$ cat config.mk
export PLATFORM = sky130hd
export DESIGN_NAME = kvt_cell
export DESIGN_NICKNAME = d
export VERILOG_FILES = /design/src/hdl/kvt_pkg.sv /design/src/hdl/kvt_cell.sv
export SDC_FILE = /design/constraint.sdc
export NUM_CORES = 1
export LEC_CHECK = 0
export BUFFER_PORTS_ARGS = -buffer_cell sky130_fd_sc_hd__buf_2
export CAP_MARGIN = 40
export CORE_ASPECT_RATIO = 1.4
export CORE_MARGIN = 10
export CORE_UTILIZATION = 41
export CTS_CLUSTER_SIZE = 25
export DETAILED_ROUTE_END_ITERATION = 16
export PLACE_DENSITY = 0.82
export SLEW_MARGIN = 30
export SYNTH_ARGS = -nofsm -noshare
export SYNTH_HDL_FRONTEND = slang
export SYNTH_SLANG_ARGS = --single-unit
$ cat constraint.sdc
create_clock -name clk -period 1.8 [get_ports clk]
set_input_delay 0.18 -clock clk [delete_from_list [all_inputs] [get_ports clk]]
set_output_delay 0.18 -clock clk [all_outputs]
set_load 0.02 [all_outputs]
$ cat src/hdl/kvt_pkg.sv
// kvt_pkg: shared types and constants for the key/value table.
// Holds transaction structs, command codes and per-cell control.
// No dependencies.
package kvt_pkg;

	localparam int DEPTH      = 64;
	localparam int KEY_BITS   = 32;
	localparam int VALUE_BITS = 32;
	localparam int POS_BITS   = 6;
	localparam int CNT_W      = $clog2(DEPTH + 1);
	localparam int IDX_W      = $clog2(DEPTH);

	// command codes
	localparam logic [2:0] CMD_INSERT = 3'd0;
	localparam logic [2:0] CMD_UPDATE = 3'd1;
	localparam logic [2:0] CMD_UPSERT = 3'd2;
	localparam logic [2:0] CMD_ERASE  = 3'd3;
	localparam logic [2:0] CMD_LOOKUP = 3'd4;
	localparam logic [2:0] CMD_READ   = 3'd5;

	typedef struct packed {
		logic [2:0]            command;
		logic [KEY_BITS-1:0]   req_key;
		logic [VALUE_BITS-1:0] req_value;
		logic [POS_BITS-1:0]   position;
	} kvt_req_t;

	typedef struct packed {
		logic                  ok;
		logic [KEY_BITS-1:0]   found_key;
		logic [VALUE_BITS-1:0] found_value;
		logic [CNT_W-1:0]      entries;
		logic                  is_empty;
	} kvt_rsp_t;

	// write controls for one cell of the chain
	typedef struct packed {
		logic load_new;  // append the request pair here
		logic load_val;  // overwrite the stored value
		logic shift;     // take the pair held by the next cell
	} kvt_cell_ctl_t;

endpackage

$ cat src/hdl/kvt_cell.sv
// kvt_cell: one entry of the key/value chain.
// Stores a pair, compares its key, and takes its neighbour's pair on erase.
// Depends on kvt_pkg.
module kvt_cell (
	input  logic                              clk,
	input  kvt_pkg::kvt_cell_ctl_t            ctl,
	input  logic [kvt_pkg::KEY_BITS-1:0]      cmp_key,
	input  logic [kvt_pkg::KEY_BITS-1:0]      new_key,
	input  logic [kvt_pkg::VALUE_BITS-1:0]    new_value,
	input  logic [kvt_pkg::KEY_BITS-1:0]      nb_key,
	input  logic [kvt_pkg::VALUE_BITS-1:0]    nb_value,
	output logic [kvt_pkg::KEY_BITS-1:0]      key,
	output logic [kvt_pkg::VALUE_BITS-1:0]    value,
	output logic                              key_eq
);

	logic [kvt_pkg::KEY_BITS-1:0]   key_q;
	logic [kvt_pkg::VALUE_BITS-1:0] value_q;

	// pair storage; no reset, entries above the count are never read
	always_ff @(posedge clk) begin
		if (ctl.shift) begin
			key_q   <= nb_key;
			value_q <= nb_value;
		end else if (ctl.load_new) begin
			key_q   <= new_key;
			value_q <= new_value;
		end else if (ctl.load_val) begin
			value_q <= new_value;
		end
	end

	assign key    = key_q;
	assign value  = value_q;
	assign key_eq = (key_q == cmp_key);

endmodule
==> results of run 1 <==
final timing paths:
check         startpoint            endpoint  slack [ns]  depth (start not counted)
max    key[24]$_DFFE_PP_              key_eq       -0.08                          5
min         new_value[1]  value[1]$_DFFE_PP_        0.15                          2
layer usage:
metal  vias up  track usage  part of all wire
met3        25      0.08866              0.15
met5         -            0                 0
li1       1164            -                 -
met4         0      0.09276             0.041
met1      1124       0.1532              0.33
met2       171       0.2723              0.48
layout make-up:
| class | instances | area (um2) |
|---|---|---|
| Fill cell | 607 | 3025 |
| Sequential cell | 64 | 1922 |
| Multi-Input combinational cell | 109 | 1245 |
| Timing Repair Buffer | 234 | 1204 |
| Clock buffer | 11 | 131.4 |
| Tap cell | 100 | 125.1 |
| Clock inverter | 5 | 47.55 |
| Antenna cell | 1 | 2.502 |
timing repair:
item / 4_1_cts / 5_1_grt
setup buffers: 0 / 1
pin swaps: 4 / 2
gates cloned: 0 / 0
endpoints found under the setup margin: 1 / 1
resized for setup: 4 / 0
cells in the final DEF, fill, tap and decap left out:
master and instances:
nand4_1 2, buf_2 226, clkbuf_8 9, xor2_1 32
edfxtp_1 64, mux2_2 25, bufinv_16 1, clkinv_1 2
buf_4 7, or2_2 1, diode_2 1, nor4_1 5
nor4_2 3, or3_1 1, clkbuf_1 2, buf_12 1
nor2_1 1, clkinv_2 2, mux2_4 39
report_power, final:
group          total, mW  internal, mW  switching [mW]
Combinational      0.918         0.435           0.483
Sequential          1.90          1.83          0.0684
Clock               1.13         0.627           0.505
Total               3.95          2.89            1.06
logic make-up after synthesis:
logic type / Yosys count / share of synthesized area
XOR/XNOR: 32 / 0.08730
multiplexers: 64 / 0.2701
flip-flops: 64 / 0.5986
buffers and inverters: 7 / 0.01949
AND/OR/NAND/NOR: 13 / 0.02455
sequential cells by signal, indices dropped and copies added, names as in the netlist:
signal / count
key: 32
value: 32
critical path: cells and delay by family (launching register included):
kind | cells | cell delay, ns
DFF | 1 | 0.39
and+or+nand+nor | 3 | 0.67
buffers and inverters | 1 | 0.16
xor gates and xnor gates | 1 | 0.15
cell usage after synthesis, drive strengths merged:
| library cell | n | area (um2) |
|---|---|---|
| edfxtp | 64 | 1922 |
| mux2 | 64 | 867.1 |
| nand4 | 2 | 12.51 |
| xor2 | 32 | 280.3 |
| or3 | 1 | 6.260 |
| nor2 | 1 | 3.750 |
| or2 | 1 | 6.260 |
| nor4 | 8 | 50.05 |
| buf | 7 | 62.56 |
stage by stage:
stage	area (um2)	hold slack, ns	setup TNS [ns]	setup slack (ns)
floorplan	3211	0.3975	0	0.2731
global placement	4467	0.4809	0	0.09606
detailed placement	4467	0.4841	0	0.1026
CTS	4667	0.1246	-0.1650	-0.1650
global route	4677	0.1248	-0.2136	-0.2136
finish	4677	0.1509	-0.07998	-0.07998
==> impl_metrics.py, run 1 <==
metrics = {
    "placement": {
        "dp_hpwl_um": 8452,
        "portBuffers": 228,
        "place_inst": 506,
        "gp_congestion": 0.9656,
    },
    "critical_path": {
        "crit_chain": "xor2_1 > nor4_1 > nand4_1 > nor2_1 > buf_4",
        "start_kind": "flop",
        "crit_fanout": 2,
        "cp.arrival_ns": 1.70,
        "cpPeakStageDelay_ns": 0.40,
        "critPathKind": "reg -> out",
        "end_kind": "output pin",
        "slowest_stage": "nor4_1",
        "required_ns": 1.62,
    },
    "route": {
        "vias": 2484,
        "ant_nets": 0,
        "routed_wirelength_um": 10040,
        "first_iter_violations": 51,
        "drc_errors": 0,
        "routedWlPerCell_um": 19.17,
        "routed_via_density": 4.740,
        "drt-pass1-iter-count": 4,
    },
    "global_route": {
        "grt_max_degree": 39,
        "grt_pass1_vias": 2849,
        "grt_usage": 0.1636,
        "antenna_found_initial": 1,
        "grt_pass1_wl_um": 14780,
        "overflow": 0,
    },
    "yosys": {
        "synth_area_mm2": 0.003211,
        "netlist_instances": 180,
        "yosysWarnings": 0,
        "synth_cell_types": 12,
        "synth_fp_nets": 344,
        "seq_area_frac_synth": 0.5986,
        "ys_seq_elements": 64,
        "avgSynthCellArea_um2": 17.84,
    },
    "layout": {
        "final_net_count": 582,
        "final_core_utilization": 0.6072,
        "drive_above_1_share": 0.7423,
        "area_growth_pct": 45.67,
        "final_cells": 524,
    },
    "power": {
        "fin_total_pwr_mw": 3.948,
        "ir_worst_vdd_mv": 0.4836,
        "p_leak_nw": 2.249,
        "powerDensity_mw_per_mm2": 844.0,
    },
    "sta": {
        "finalHoldViolCount": 0,
        "fmax_mhz": 531.9,
        "worst_pin_slew_ns": 0.7240,
        "setup_slack_ns": -0.07998,
        "fin_crit_ns": 1.880,
        "setup_violations": 1,
        "finalMaxSlewViolations": 0,
        "fin_crit_sh": 1.044,
        "slew_headroom": 0.5173,
        "rsz0062_at_grt": "yes",
    },
    "run_status": {
        "failed_checks": "setup timing",
        "outcome": "finished with violations",
    },
    "floorplan": {
        "core.rowCount": 38,
        "ios": 229,
        "die_h_um": 124.7,
        "core-area_mm2": 0.007702,
        "start_util": 0.4168,
        "die_area_mm2": 0.01182,
        "fp.dieW_um": 94.79,
    },
    "clock_network": {
        "cts_made_buffers": 9,
        "root_buffer": "clkbuf_8",
        "clk_pin_slew_ns": 0.07,
        "cts_tree": "built",
        "htreeDepth": 3,
        "cts_num_sinks": 64,
        "clock_path_buffers": 2,
        "cts_hold_buf": 0,
    },
    "job": {
        "drv_cap": 0,
    },
    "worst_hold_path": {
        "hp-class": "in -> reg",
    },
}
Note: power is estimated with default switching activity, not from simulation.
==> inputs of run 2 (changes only) <==
--- a/config.mk
+++ b/config.mk
@@ -5,14 +5,14 @@
 export SDC_FILE = /design/constraint.sdc
 export NUM_CORES = 1
 export LEC_CHECK = 0
+export ABC_AREA = 1
 export BUFFER_PORTS_ARGS = -buffer_cell sky130_fd_sc_hd__buf_2
 export CAP_MARGIN = 40
 export CORE_ASPECT_RATIO = 1.4
 export CORE_MARGIN = 10
-export CORE_UTILIZATION = 41
-export CTS_CLUSTER_SIZE = 25
+export CORE_UTILIZATION = 42
 export DETAILED_ROUTE_END_ITERATION = 16
-export PLACE_DENSITY = 0.82
+export PLACE_DENSITY = 0.83
 export SLEW_MARGIN = 30
 export SYNTH_ARGS = -nofsm -noshare
 export SYNTH_HDL_FRONTEND = slang
==> impl_metrics.py, run 2 <==
metrics = {
    "clock_network": {
        "clock_path_buffers": 2,
        "cts_num_sinks": 64,
        "cts_made_buffers": 9,
        "htreeDepth": 3,
        "cts_setup_buffers": 0,
        "cts_tree": "built",
        "clk_pin_slew_ns": 0.06,
        "cts_hold_buf": 0,
        "root_buffer": "clkbuf_8",
    },
    "sta": {
        "rsz0062_at_grt": "yes",
        "slew_headroom": 0.5042,
        "finalHoldViolCount": 0,
        "fin_crit_sh": 0.9417,
        "fmax_mhz": 590.0,
        "finalMaxSlewViolations": 0,
        "fin_crit_ns": 1.695,
        "setup_slack_ns": 0.1050,
        "setup_violations": 0,
        "worst_pin_slew_ns": 0.7437,
    },
    "yosys": {
        "synth_area_mm2": 0.003387,
        "synth_commonest_cells": "nand2_1 (267), edfxtp_1 (64), inv_1 (47), nor2_1 (43), buf_4 (7)",
        "synthFlopType": "edfxtp_1",
        "seq_area_frac_synth": 0.5674,
        "netlist_instances": 440,
        "yosys.area.top_type": "edfxtp_1",
        "avgSynthCellArea_um2": 7.698,
        "yosysWarnings": 0,
        "synth_cell_types": 10,
        "yosysTopAreaCellShare": 0.5674,
        "ys_seq_elements": 64,
        "synth.area.top_cells": "edfxtp_1 (57%), nand2_1 (30%), inv_1 (5.2%)",
        "yosysMostFrequentCell": "nand2_1",
        "synth_fp_nets": 604,
        "async_flop_share": 0,
        "synth_edf_count": 64,
    },
    "route": {
        "routed_via_density": 4.425,
        "drc_errors": 0,
        "vias": 3416,
        "routed_wirelength_um": 10600,
        "ant_nets": 0,
        "drt-pass1-iter-count": 4,
        "first_iter_violations": 98,
        "routedWlPerCell_um": 13.73,
    },
    "layout": {
        "fillers": 691,
        "drive_above_1_share": 0.3676,
        "diodes": 0,
        "final_net_count": 833,
        "area_growth_pct": 40.78,
        "multi_input_area_mm2": 0.001212,
        "final_common_cell": "nand2_1",
        "final_cell_mix": "nand2_1 (267), buf_2 (227), edfxtp_1 (64), inv_1 (47), nor2_1 (39)",
        "ff_latch_area_mm2": 0.001922,
    },
    "critical_path": {
        "cp.arrival_ns": 1.52,
        "required_ns": 1.62,
        "crit_chain": "xor2_1 > nor2_1 > nand2_1 > nor2_1 > nand2_1 > nor2_1 > buf_4",
        "start_kind": "flop",
        "slowest_stage": "edfxtp_1",
        "cp_common_cell": "nor2_1",
        "crit_fanout": 2,
        "crit_buf_inv": 1,
        "critPathKind": "reg -> out",
        "cp_top_family": "flip-flops",
        "cpPeakStageDelay_ns": 0.45,
        "end_kind": "output pin",
    },
    "placement": {
        "dp_hpwl_um": 8916,
        "post-place-ws_ns": 0.2566,
        "gp_congestion": 0.8281,
        "portBuffers": 228,
    },
    "floorplan": {
        "core.rowCount": 38,
        "ios": 229,
        "start_util": 0.4344,
        "die_area_mm2": 0.01211,
        "die_h_um": 126.3,
        "core-area_mm2": 0.007797,
        "fp.dieW_um": 95.90,
    },
    "power": {
        "p_leak_nw": 2.788,
        "ir_worst_vdd_mv": 0.5150,
        "fin_total_pwr_mw": 3.770,
        "powerDensity_mw_per_mm2": 790.6,
    },
    "global_route": {
        "overflow": 0,
        "grt_pass1_vias": 3438,
        "grt_pass1_wl_um": 16180,
        "grt_max_degree": 65,
        "grt_usage": 0.1711,
        "antenna_found_initial": 0,
    },
    "run_status": {
        "outcome": "finished, final reports clean",
    },
    "worst_hold_path": {
        "hp-class": "in -> reg",
    },
    "job": {
        "drv_cap": 0,
    },
}
[run 2: cell types whose count changed after synthesis, sizes merged, moves of 6 or more]
cell and delta:
nand2 +267, mux2 -64, inv +48, nor2 +42
xor2 -29, nor4 -8, buf +6
[run 2: cell type report]
type,count,share of cell area
sequential,64,0.4030
multi-input combinational,315,0.2543
timing repair buffer,231,0.2488
inverter,48,0.03779
clock buffer,11,0.02755
tap,100,0.02624
clock inverter,3,0.002362
[run 2: cells by family after synthesis]
family,Yosys count,synth area share
AND/OR/NAND/NOR,312,0.3472
flip-flops,64,0.5674
buffers and inverters,61,0.07758
XOR/XNOR,3,0.007759
[run 2: worst paths after layout]
check	slack (ns)	cells after the start	startpoint	end
setup / recovery	0.10	7	key[2]$_DFFE_PP_	key_eq
hold / removal	0.11	3	new_value[0]	value[0]$_DFFE_PP_
[run 2: routing by layer]
layer | vias up | wire length, um | GRT usage
met3 | 13 | 1004 | 0.06540
met2 | 135 | 5816 | 0.3137
met4 | 0 | 203 | 0.06876
met1 | 1482 | 3574 | 0.1628
li1 | 1786 | - | -
met5 | - | 0 | 0
[run 2: timing repair]
item,in CTS,in global routing
endpoints found under the setup margin,0,1
gates resized for setup,0,5
hold endpoints to repair,0,0
[run 2: stage by stage]
step	TNS, ns	utilization	hold WS, ns	std cells	instance area (um2)
final	0	0.6115	0.1091	772	4768
after global routing	-0.06614	0.6115	0.08865	772	4768
after CTS	0	0.6099	0.08651	772	4756
after detailed placement	0	0.5916	0.4462	758	4613
after global placement	0	0.5881	0.4427	757	4586
after floorplan	0	-	0.3586	440	3387
[run 2: power by group]
part           switching, mW  internal (mW)  total, mW
combinational          0.559          0.352      0.911
clock                  0.482          0.471      0.952
sequential            0.0755           1.83       1.91
